$ cat src/hdl/wtd_pkg.sv
// Shared types, constants and functions for the word table with dedup.
// Used by the cell, unit and checker modules; no dependencies of its own.
`timescale 1ns / 1ps

package wtd_pkg;

  localparam int DEPTH     = 64;
  localparam int KEY_BYTES = 8;
  localparam int KEY_W     = 64;
  localparam int IDX_W     = $clog2(DEPTH);
  localparam int CNT_W     = 7;
  localparam int GRP_SIZE  = 8;
  localparam int GRP_W     = $clog2(GRP_SIZE);
  localparam int NUM_GRP   = DEPTH / GRP_SIZE;
  localparam int GSEL_W    = $clog2(NUM_GRP);
  localparam int ADDR_W    = 3;
  localparam int DATA_W    = 32;

  typedef logic [KEY_W-1:0] key_t;
  typedef logic [IDX_W-1:0] idx_t;
  typedef logic [CNT_W-1:0] cnt_t;

  typedef enum logic [1:0] {
    OP_ADD   = 2'd0,
    OP_FIND  = 2'd1,
    OP_READ  = 2'd2,
    OP_CLEAR = 2'd3
  } op_t;

  typedef enum logic [2:0] {
    ST_DONE  = 3'd0,
    ST_MISS  = 3'd1,
    ST_DUP   = 3'd2,
    ST_FULL  = 3'd3,
    ST_EMPTY = 3'd4
  } status_t;

  typedef enum logic [1:0] {
    S_IDLE = 2'd0,
    S_GRP  = 2'd1,
    S_SEL  = 2'd2
  } state_t;

  // Keep the bytes up to the first zero byte, drop the rest.
  function automatic key_t norm_key(key_t k);
    key_t r;
    logic live;
    r    = '0;
    live = 1'b1;
    for (int i = 0; i < KEY_BYTES; i++) begin
      if (k[8*i +: 8] == 8'd0) begin
        live = 1'b0;
      end
      if (live) begin
        r[8*i +: 8] = k[8*i +: 8];
      end
    end
    return r;
  endfunction

endpackage

$ cat src/hdl/wtd_cell.sv
// One table cell: holds a word, registers its compare result and passes
// the hit chain on to its neighbor. Depends on wtd_pkg.
`timescale 1ns / 1ps

module wtd_cell (
  input  logic          clk,
  input  logic          we,
  input  wtd_pkg::key_t wdata,
  input  logic          cmp_en,
  input  wtd_pkg::key_t key,
  input  logic          in_use,
  input  logic          hit_in,
  output logic          hit_out,
  output logic          first
);
  import wtd_pkg::*;

  key_t word_r;
  logic match_r;
  logic match_nxt;

  assign match_nxt = in_use && (key != '0) && (word_r == key);

  always_ff @(posedge clk) begin
    if (we) begin
      word_r <= wdata;
    end
    if (cmp_en) begin
      match_r <= match_nxt;
    end
  end

  assign hit_out = hit_in | match_r;
  assign first   = match_r & ~hit_in;

endmodule

$ cat config.mk
export PLATFORM = sky130hd
export DESIGN_NAME = wtd_cell
export DESIGN_NICKNAME = d
export VERILOG_FILES = /design/src/hdl/wtd_pkg.sv /design/src/hdl/wtd_cell.sv
export SDC_FILE = /design/constraint.sdc
export NUM_CORES = 1
export LEC_CHECK = 0
export ABC_AREA = 0
export BUFFER_PORTS_ARGS = -buffer_cell sky130_fd_sc_hd__clkbuf_2
export CORE_MARGIN = 2
export CORE_UTILIZATION = 46
export CTS_CLUSTER_SIZE = 16
export DETAILED_ROUTE_END_ITERATION = 6
export PLACE_DENSITY = 0.83
export REMOVE_ABC_BUFFERS = 1
export SYNTH_ARGS = -nofsm -noshare
export SYNTH_HDL_FRONTEND = slang
export SYNTH_SLANG_ARGS = --single-unit
$ cat constraint.sdc
create_clock -name clk -period 1.89 [get_ports clk]
set_input_delay 0.2835 -clock clk [delete_from_list [all_inputs] [get_ports clk]]
set_output_delay 0.2835 -clock clk [all_outputs]
set_load 0.02 [all_outputs]
# ---- Word-level counts from Yosys, hierarchy flattened
# Index checks and enable logic that the tools add are counted.
dict set report word_totals {
  reg_bits 65
  in_bits 133
  output_inout_bits 2
  wordCells 9
}
dict set report op_classes {
  n_eq_ne 1
  bitwise 3
  n_reduce_logical 3
}
# op count
set ops {}
lappend ops {{$eq 64x64->1} 1}
lappend ops {{$reduce_bool 64->1} 1}
lappend ops {{$logic_and 1x1->1} 2}
lappend ops {{$and 1x1->1} 1}
lappend ops {{$not 1->1} 1}
lappend ops {{$or 1x1->1} 1}

# ---- Longest topological paths before layout
# Gate-level depths: netlist of run 1.
dict set report depth {
  depth_word 3
  depth_mapped 5
  depth_no_buf 5
}

# ---- Least setup slack after synthesis of run 1
# OpenSTA, ideal clock, no wires.
dict set report synth_timing {
  kind {in2reg}
  start {input key[5]}
  end {register match_r (data pin)}
  setup_ps 255
  arrival_ps 1251
  required_ps 1635
  setup_slack_ps 384
  path_stages 5
  n_path_buf 0
  cell_sequence {nor4_1 nand4_1 or4_1 nand3_1 nor4_1}
}
dict set report synth_between {
  elab_chain_cells 3
  word_cells_on_any_way 4
  cone_classes {eq/ne: 1; reduce/logical: 3}
}
# element line_no
set synth_lines {}
lappend synth_lines {{start: declaration} wtd_cell.sv:10} ;# input wtd_pkg::key_t key,
lappend synth_lines {{$reduce_bool 64->1} wtd_cell.sv:22} ;# assign match_nxt = in_use && (key != '0) && (word_r == key);
lappend synth_lines {{$logic_and 1x1->1} wtd_cell.sv:22}
lappend synth_lines {{$logic_and 1x1->1 (*)} wtd_cell.sv:22}
lappend synth_lines {{net match_nxt} wtd_cell.sv:20} ;# logic match_nxt;
lappend synth_lines {{end signal: assignment} wtd_cell.sv:29} ;# match_r <= match_nxt;
lappend synth_lines {{end: declaration} wtd_cell.sv:19} ;# logic match_r;
# The timed path passes the listed nets; every way through them passes the cells marked *.
# A chain may end at the register's enable or synchronous reset.

# ---- Worst setup path after layout of run 1
dict set report layout_timing {
  start {register word_r[0]}
  end {register match_r (data pin)}
}
dict set report layout_between {
  elab_chain_cells 2
}
# element line_no
set layout_lines {}
lappend layout_lines {{start: declaration} wtd_cell.sv:18} ;# key_t word_r;
lappend layout_lines {{start signal: assignment} wtd_cell.sv:26} ;# word_r <= wdata;
lappend layout_lines {{$eq 64x64->1} wtd_cell.sv:22}
lappend layout_lines {{$logic_and 1x1->1} wtd_cell.sv:22}
lappend layout_lines {{net match_nxt} wtd_cell.sv:20}
# The timed path passes the listed nets, and every way through them passes these cells.

==> results.toml, run 1 <==
[grt]
grt_pass1_vias = 2143
grt-ovfl-total = 0
grt_max_degree = 65
antenna_found_initial = 0
gr-usage-all-layers_pct = 21.2
grt_pass1_wl_um = 9910

[logic_synthesis]
syn-instance-count = 192
yosysSeqAreaShare_pct = 68.8
synth_seq_cells = 65
syn_avg_cell_area_sq_um = 14.8
synth_cell_type_count = 19
yosys_warnings = 0
netlist_area_sq_um = 2840

[layout]
layout-drive-gt1-share_pct = 43.8
fill_cells = 495
nets = 475
diodes = 0
final_util_pct = 64.0
finalNonFillerCells = 422
area_growth_pct = 34.4
final_common_cell = "clkbuf_2"
layout_common_cells = "134 x clkbuf_2, 65 x edfxtp_1, 35 x xnor2_1"

[clock_network]
clk_pin_slew_ns = 0.07
cts_hold_buf = 0
clockRootBuffer = "clkbuf_8"
clock_latency_ns = 0.33
cts_made_buffers = 9
cts_sinks = 65
tritoncts = "yes"
h-tree-depth = 3
cts_setup_buffers = 0
cts_resized = 0
clockBufferDepth = 2

[detailed_routing]
routedWlPerCell_um = 16.1
dr.first_iter.drc_count = 128
drtAntennaViolNets = 0
vias = 2124
drt_drc_violations_left = 0
avgViaCountPerCell = 5.03
drtPass1Iterations = 4
drt-total-wl_um = 6810

[setup_path]
worstReg2RegStart = "word_r[0]"
critPathBufInv = 1
worstSetupPathType = "reg2reg"
cp-start-kind = "flip-flop"
rr_worst_depth = 6
max_stage_delay_ns = 0.38
critPathTopFamily = "simple AND/OR/NAND/NOR gates"
worstPathMaxFanout = 1
crit_top_cell = "nor4_1"
rr_endpoint = "match_r"
reg2reg_setup_slack_ns = 0.23
critPathCaptureType = "flip-flop"
required_ns = 2.04
cp_cell_sequence = "xnor2_1 > nand4_1 > nor4_1 > buf_4 > nand3_1 > nor4_1"
crit_slowest_cell = "edfxtp_1"
crit_arrival_ns = 1.81

[timing]
setup_violations = 0
hold_viol = 0
timing.fmax_mhz = 602
setup_tns_ns = 0
period_share_pct = 87.9
slew_viol_final = 0
relSlewSlack_pct = 68.9
worst_pin_slew_ns = 0.463
min_period_ns = 1.66
skew_ns = 0.00594
rsz0062_at_grt = "no"

[floorplan]
pin_count = 135
dieArea_sq_um = 6810
core_sq_um = 5960
dieWidth_um = 82.5
initial_utilization_pct = 47.6
num_rows = 28
die_y_um = 82.5

[place]
gp_congestion = 0.883
placedCellCount = 406
port_buffers = 134
dp_hpwl_um = 5660

[hold_path]
min_path_cells = 1
worstHoldPathType = "in2reg"
min_to = "word_r[41]"
min_from = "wdata[41]"

[pwr]
power_density_nw_per_um2 = 818
p_leak_nw = 1.57
ir_drop_v = 0.000573

[outcome]
status = "completed"

[run]
maxCapViolCount = 0
[kinds of logic after synthesis]
kind of cell,synth area share [%]
flops,68.8
xor+xnor,14.8
simple gates,9.97
compound gates,4.24
buf+inv,2.12
[sequential cells by signal, indices dropped and copies added (netlist names)]
register	count
match_r	1
word_r	64
[Yosys cell counts, drive strengths merged]
| master | number | area (sq um) |
|---|---|---|
| edfxtp | 65 | 1950 |
| xnor2 | 35 | 307 |
| nor4 | 22 | 138 |
| inv | 16 | 60.1 |
| nand4 | 14 | 87.6 |
| xor2 | 13 | 114 |
| o22ai | 6 | 37.5 |
| a221oi | 3 | 26.3 |
| nand3 | 3 | 15.0 |
| nor2 | 3 | 11.3 |
| o2bb2ai | 3 | 26.3 |
| a22oi | 2 | 15.0 |
| a222oi | 1 | 10.0 |
| and3 | 1 | 6.26 |
| nor2b | 1 | 6.26 |
| nor3 | 1 | 5.00 |
| o21ai | 1 | 5.00 |
| or2 | 1 | 6.26 |
| or4 | 1 | 7.51 |
[worst max-delay path by stage]
stage	start	endpoint	slack (ns)	depth (start not counted)
finish	word_r[0]	match_r	0.23	6
global route	word_r[0]	match_r	0.18	6
CTS	word_r[0]	match_r	0.21	6
detailed placement	key[52]	match_r	0.03	7
global placement	key[52]	match_r	0.03	7
floorplan	key[5]	match_r	0.38	5
[layout make-up]
cell class	instances	area (sq um)	area share [%]
tap	75	93.8	2.46
clock inverter	7	37.5	0.985
timing repair buffer	139	721	18.9
inverter	16	60.1	1.58
clock buffer	9	124	3.25
multi-input combinational	111	823	21.6
sequential	65	1950	51.2
[through the flow]
| step | instance area, sq um | worst slack, ns | total power [mW] | hold slack [ns] |
|---|---|---|---|---|
| after CTS | 3810 | 0.213 | 3.15 | 0.109 |
| after global placement | 3650 | 0.0317 | 2.18 | 0.461 |
| after detailed placement | 3650 | 0.0277 | 2.19 | 0.462 |
| after global routing | 3810 | 0.175 | 3.26 | 0.105 |
| final | 3810 | 0.229 | 3.12 | 0.121 |
| after floorplan | 2840 | 0.384 | 1.94 | 0.382 |
[where the power goes]
group / total (mW) / leakage (nW) / internal (mW) / switching [mW]
sequential: 1.76 / 0.636 / 1.71 / 0.0447
combinational: 0.399 / 0.859 / 0.211 / 0.188
clock: 0.960 / 0.0714 / 0.456 / 0.503
total: 3.12 / 1.57 / 2.38 / 0.736
[worst register-to-register path: stages, from the launching register on]
cell,delay (ns)
edfxtp_1,0.38
xnor2_1,0.23
nand4_1,0.16
nor4_1,0.30
buf_4,0.17
nand3_1,0.07
nor4_1,0.18
[per-layer routing]
metal  vias to the layer above  global-route usage [%]  share of wire [%]
met2                       116                    35.8                 49
met4                         0                    8.85                1.6
li1                       1049                       -                  -
met1                       950                    26.1                 40
met5                         -                       0                  0
met3                         9                    4.89                9.7
Note: power is estimated with default switching activity, not from simulation.
==> inputs of run 2 (changes only) <==
RECOVER_POWER = 100   (was unset)
==> run 2 against run 1 <==
Compared with the run above: first-iteration DRC count down 15%; the run now ends with capacitance limit, slew limit left; routed wire length is 0.26% higher; largest power group unchanged; clock skew is essentially flat; clock-buffer cell count unchanged; largest cell class unchanged; sequential cell count is the same; cell area fell by 0.56%; sequential share of layout area rose by 0.29 points; cell count stayed put; combinational power fell by 2%.
==> results.toml, run 2 (synthesis results as in run 1) <==
[clock_network]
clock_latency_ns = 0.33
h-tree-depth = 3
cts_sinks = 65
cts_hold_buf = 0
clk_pin_slew_ns = 0.07
cts_resized = 0
cts_setup_buffers = 0
clockRootBuffer = "clkbuf_8"
clockBufferDepth = 2
cts_made_buffers = 9
tritoncts = "yes"

[grt]
busiest_layer = "met2"
grt_pass1_vias = 2143
gr-usage-all-layers_pct = 21.2
grt_max_degree = 65
met2_usage_pct = 35.8
grt_pass1_wl_um = 9910
grt-ovfl-total = 0
use_met3_pct = 4.89
antenna_found_initial = 0
use_met1_pct = 26.1

[floorplan]
dieWidth_um = 82.5
die_y_um = 82.5
pin_count = 135
core_sq_um = 5960
dieArea_sq_um = 6810
initial_utilization_pct = 47.6
num_rows = 28

[layout]
layout-drive-gt1-share_pct = 42.4
regMostFlops = "word_r"
layout_common_cells = "130 x clkbuf_2, 65 x edfxtp_1, 35 x xnor2_1"
final_common_cell = "clkbuf_2"
largestRegisters = "word_r (64), match_r (1)"
finalNonFillerCells = 422
nets = 475
diodes = 0
area_growth_pct = 33.7
largest_register_ffs = 64

[pwr]
ir_drop_v = 0.000574
p_leak_nw = 1.55
power.total_mw = 3.12
p_int_mw = 2.38
power_density_nw_per_um2 = 822
combPwrFrac_pct = 12.6
clock_power_share_pct = 30.9
seq_power_share_pct = 56.5
power.switching_mw = 0.737
p_sw_share_pct = 23.7

[outcome]
status = "finished with violations"
failed_checks = "capacitance limit, slew limit"

[detailed_routing]
drt-total-wl_um = 6830
routedWlPerCell_um = 16.2
avgViaCountPerCell = 5.05
dr.first_iter.drc_count = 109
vias = 2133
drt_drc_violations_left = 0
drtPass1Iterations = 4
drtAntennaViolNets = 0

[setup_path]
reg2reg_setup_slack_ns = 0.23
crit_top_cell = "nor4_1"
cp-start-kind = "flip-flop"
worstReg2RegStart = "word_r[0]"
critPathTopFamily = "simple AND/OR/NAND/NOR gates"
worstPathMaxFanout = 1
cp_cell_sequence = "xnor2_1 > nand4_1 > nor4_1 > buf_4 > nand3_1 > nor4_1"
rr_worst_depth = 6
max_stage_delay_ns = 0.38
rr_endpoint = "match_r"
critPathBufInv = 1
crit_arrival_ns = 1.81
critPathCaptureType = "flip-flop"
crit_slowest_cell = "edfxtp_1"
worstSetupPathType = "reg2reg"
required_ns = 2.04

[timing]
slew_viol_final = 65
timing.fmax_mhz = 602
worst_pin_slew_ns = 1.51
relSlewSlack_pct = -0.506
setup_tns_ns = 0
min_period_ns = 1.66
setup_violations = 0
period_share_pct = 87.9
rsz0062_at_grt = "no"
hold_viol = 0
skew_ns = 0.00551

[hold_path]
min_from = "wdata[41]"
min_to = "word_r[41]"
min_path_cells = 1
worstHoldPathType = "in2reg"

[place]
dp_hpwl_um = 5660
port_buffers = 134
placedCellCount = 406
gp_congestion = 0.883

[run]
maxCapViolCount = 1
==> run 2: cell count changes in the layout (fill, tap and decap cells not counted), sizes merged <==
cell	delta
buf	-1
clkbuf	+1
==> run 2: worst max path at each step <==
stage,from,end,depth (start not counted)
after floorplan,key[5],match_r,5
after global placement,key[52],match_r,7
after detailed placement,key[52],match_r,7
after CTS,word_r[0],match_r,6
after global routing,word_r[0],match_r,6
final,word_r[0],match_r,6
==> run 2: cell type report <==
class	instances	area (sq um)
Tap cell	75	93.8
Sequential cell	65	1950
Inverter	16	60.1
Fill cell	500	2170
Clock buffer	9	124
Clock inverter	7	37.5
Timing Repair Buffer	139	699
Multi-Input combinational cell	111	823
==> run 2: stage by stage <==
stage	instance area (sq um)	setup WS [ns]	hold slack [ns]	util (%)
after floorplan	2840	0.384	0.382	-
after global placement	3650	0.0317	0.461	61.3
after detailed placement	3650	0.0277	0.462	61.3
after CTS	3810	0.213	0.109	64.0
after global routing	3790	0.175	0.105	63.6
final	3790	0.228	0.119	63.6
==> run 2: per-layer routing <==
metal	up-vias	wire length, um
met3	11	662
met1	957	2750
met5	-	0
li1	1049	-
met4	0	111
met2	116	3310
==> run 2: worst register-to-register path, stage by stage (launching register included) <==
cell,delay [ns]
edfxtp_1,0.38
xnor2_1,0.23
nand4_1,0.17
nor4_1,0.30
buf_4,0.17
nand3_1,0.07
nor4_1,0.18
==> run 2: power by group through the flow <==
| stage | clock [mW] | sequential [mW] | combinational, mW |
|---|---|---|---|
| 2_1_floorplan | 0 | 1.78 | 0.159 |
| 6_report | 0.962 | 1.76 | 0.393 |
| 4_1_cts | 0.981 | 1.76 | 0.404 |
| 5_1_grt | 1.05 | 1.77 | 0.436 |
| 3_3_place_gp | 0 | 1.79 | 0.394 |
| 3_5_place_dp | 0 | 1.79 | 0.401 |
==> inputs of run 3 (changes only) <==
CORE_UTILIZATION = 42   (was 46)
PLACE_DENSITY = 0.8   (was 0.83)
clock period = 1.4 ns   (was 1.89 ns; I/O delays follow)
==> run 3 against run 2 <==
Compared with the run above: the run ends with setup timing left; critical path type unchanged; fmax increased by 7.1%; core utilization increased by 4.2 points; setup slack lost 0.38 ns; highest routed layer unchanged; die area rose by 9.0%.
==> results.toml, run 3 (synthesis results as in run 1) <==
[outcome]
status = "finished with violations"
failed_checks = "setup timing"

[floorplan]
num_rows = 29
dieArea_sq_um = 7420
core_sq_um = 6420
pin_count = 135
die_y_um = 86.2
dieWidth_um = 86.2
initial_utilization_pct = 44.1

[detailed_routing]
dr.first_iter.drc_count = 122
vias = 2442
routedWlPerCell_um = 16.4
drt_drc_violations_left = 0
drtPass1Iterations = 4
avgViaCountPerCell = 5.04
drt-total-wl_um = 7960
drtAntennaViolNets = 0

[setup_path]
worstPathMaxFanout = 1
cp-start-kind = "flip-flop"
required_ns = 1.58
critPathCaptureType = "flip-flop"
worstReg2RegStart = "word_r[13]"
worstSetupPathType = "reg2reg"
reg2reg_setup_slack_ns = -0.15
crit_arrival_ns = 1.73
rr_endpoint = "match_r"
rr_worst_depth = 5

[timing]
slew_viol_final = 0
worst_slack_ns = -0.152
skew_ns = 0.0109
rsz0062_at_grt = "yes"
period_share_pct = 111
setup_violations = 1
min_period_ns = 1.55
relSlewSlack_pct = 42.3
timing.fmax_mhz = 644
worst_pin_slew_ns = 0.865
hold_viol = 0

[pwr]
power_density_nw_per_um2 = 1070
ir_drop_v = 0.000750
power.total_mw = 4.65
p_leak_nw = 1.89

[clock_network]
cts_sinks = 65
cts_made_buffers = 9
clock_latency_ns = 0.34
clockRootBuffer = "clkbuf_8"
cts_setup_buffers = 0
cts_hold_buf = 0
tritoncts = "yes"
clk_pin_slew_ns = 0.08
clockBufferDepth = 2
h-tree-depth = 3

[layout]
stdcell_area_sq_um = 4360
layout_common_cells = "130 x clkbuf_2, 66 x buf_4, 65 x edfxtp_1"
diodes = 0
finalNonFillerCells = 485
layout-drive-gt1-share_pct = 54.7
final_common_cell = "clkbuf_2"
regMostFlops = "word_r"
largest_register_ffs = 64
area_growth_pct = 53.6
nets = 536
largestRegisters = "word_r (64), match_r (1)"

[grt]
gr-usage-all-layers_pct = 23.0
grt_max_degree = 65
antenna_found_initial = 0
grt_pass1_wl_um = 12500
grt_pass1_vias = 2675
grt-ovfl-total = 0

[place]
postPlaceCellArea_sq_um = 4110
gp_congestion = 0.881
placedCellCount = 469
port_buffers = 134
dp_hpwl_um = 6350

[hold_path]
min_from = "wdata[39]"
min_to = "word_r[39]"
min_path_cells = 1
worstHoldPathType = "in2reg"

[run]
maxCapViolCount = 0
-- run 3: timing repair --
action,CTS,global route
pin swaps,1,3
endpoints found under the setup margin,2,2
resized for setup,6,5
-- run 3: how the worst max path moves through the flow --
stage	startpoint	end	cells after the start
after floorplan	key[5]	match_r	5
after global placement	key[24]	match_r	7
after detailed placement	key[24]	match_r	7
after CTS	word_r[43]	match_r	5
after global routing	word_r[13]	match_r	5
final	word_r[13]	match_r	5
-- run 3: final cells by class --
cell class / instances / area, sq um
clock buffers: 9 / 124
inverters: 16 / 60.1
fillers: 490 / 2070
clock inverters: 7 / 71.3
multi-input cells: 111 / 887
flip-flops and latches: 65 / 1950
repair buffers: 200 / 1160
well taps: 77 / 96.3
-- run 3: through the flow --
step	setup slack [ns]	hold WS, ns	utilization [%]	TNS [ns]
after floorplan	-0.0323	0.309	-	-0.0323
after global placement	-0.406	0.386	64.0	-0.406
after detailed placement	-0.424	0.389	64.0	-0.424
after CTS	-0.174	0.0162	67.6	-0.174
after global routing	-0.240	0.00756	67.8	-0.240
final	-0.152	0.0335	67.8	-0.152
-- run 3: critical path, cell delays in order (launching register included) --
cell and delay (ns):
edfxtp_1 0.39, xor2_1 0.17, nor4_2 0.32, buf_4 0.16, nand4_1 0.11, nor4_2 0.26
-- run 3: metal layers --
layer	wire [um]	GRT usage, %	vias up	share of wire [%]
met5	0	0	-	0
met4	153	8.51	0	1.9
met3	740	8.57	16	9.3
met2	3920	39.0	116	49
met1	3140	26.7	1139	40
li1	-	-	1171	-
-- run 3: power breakdown --
group,switching [mW],internal (mW)
combinational,0.300,0.395
sequential,0.0645,2.32
clock,0.761,0.817
total,1.13,3.53
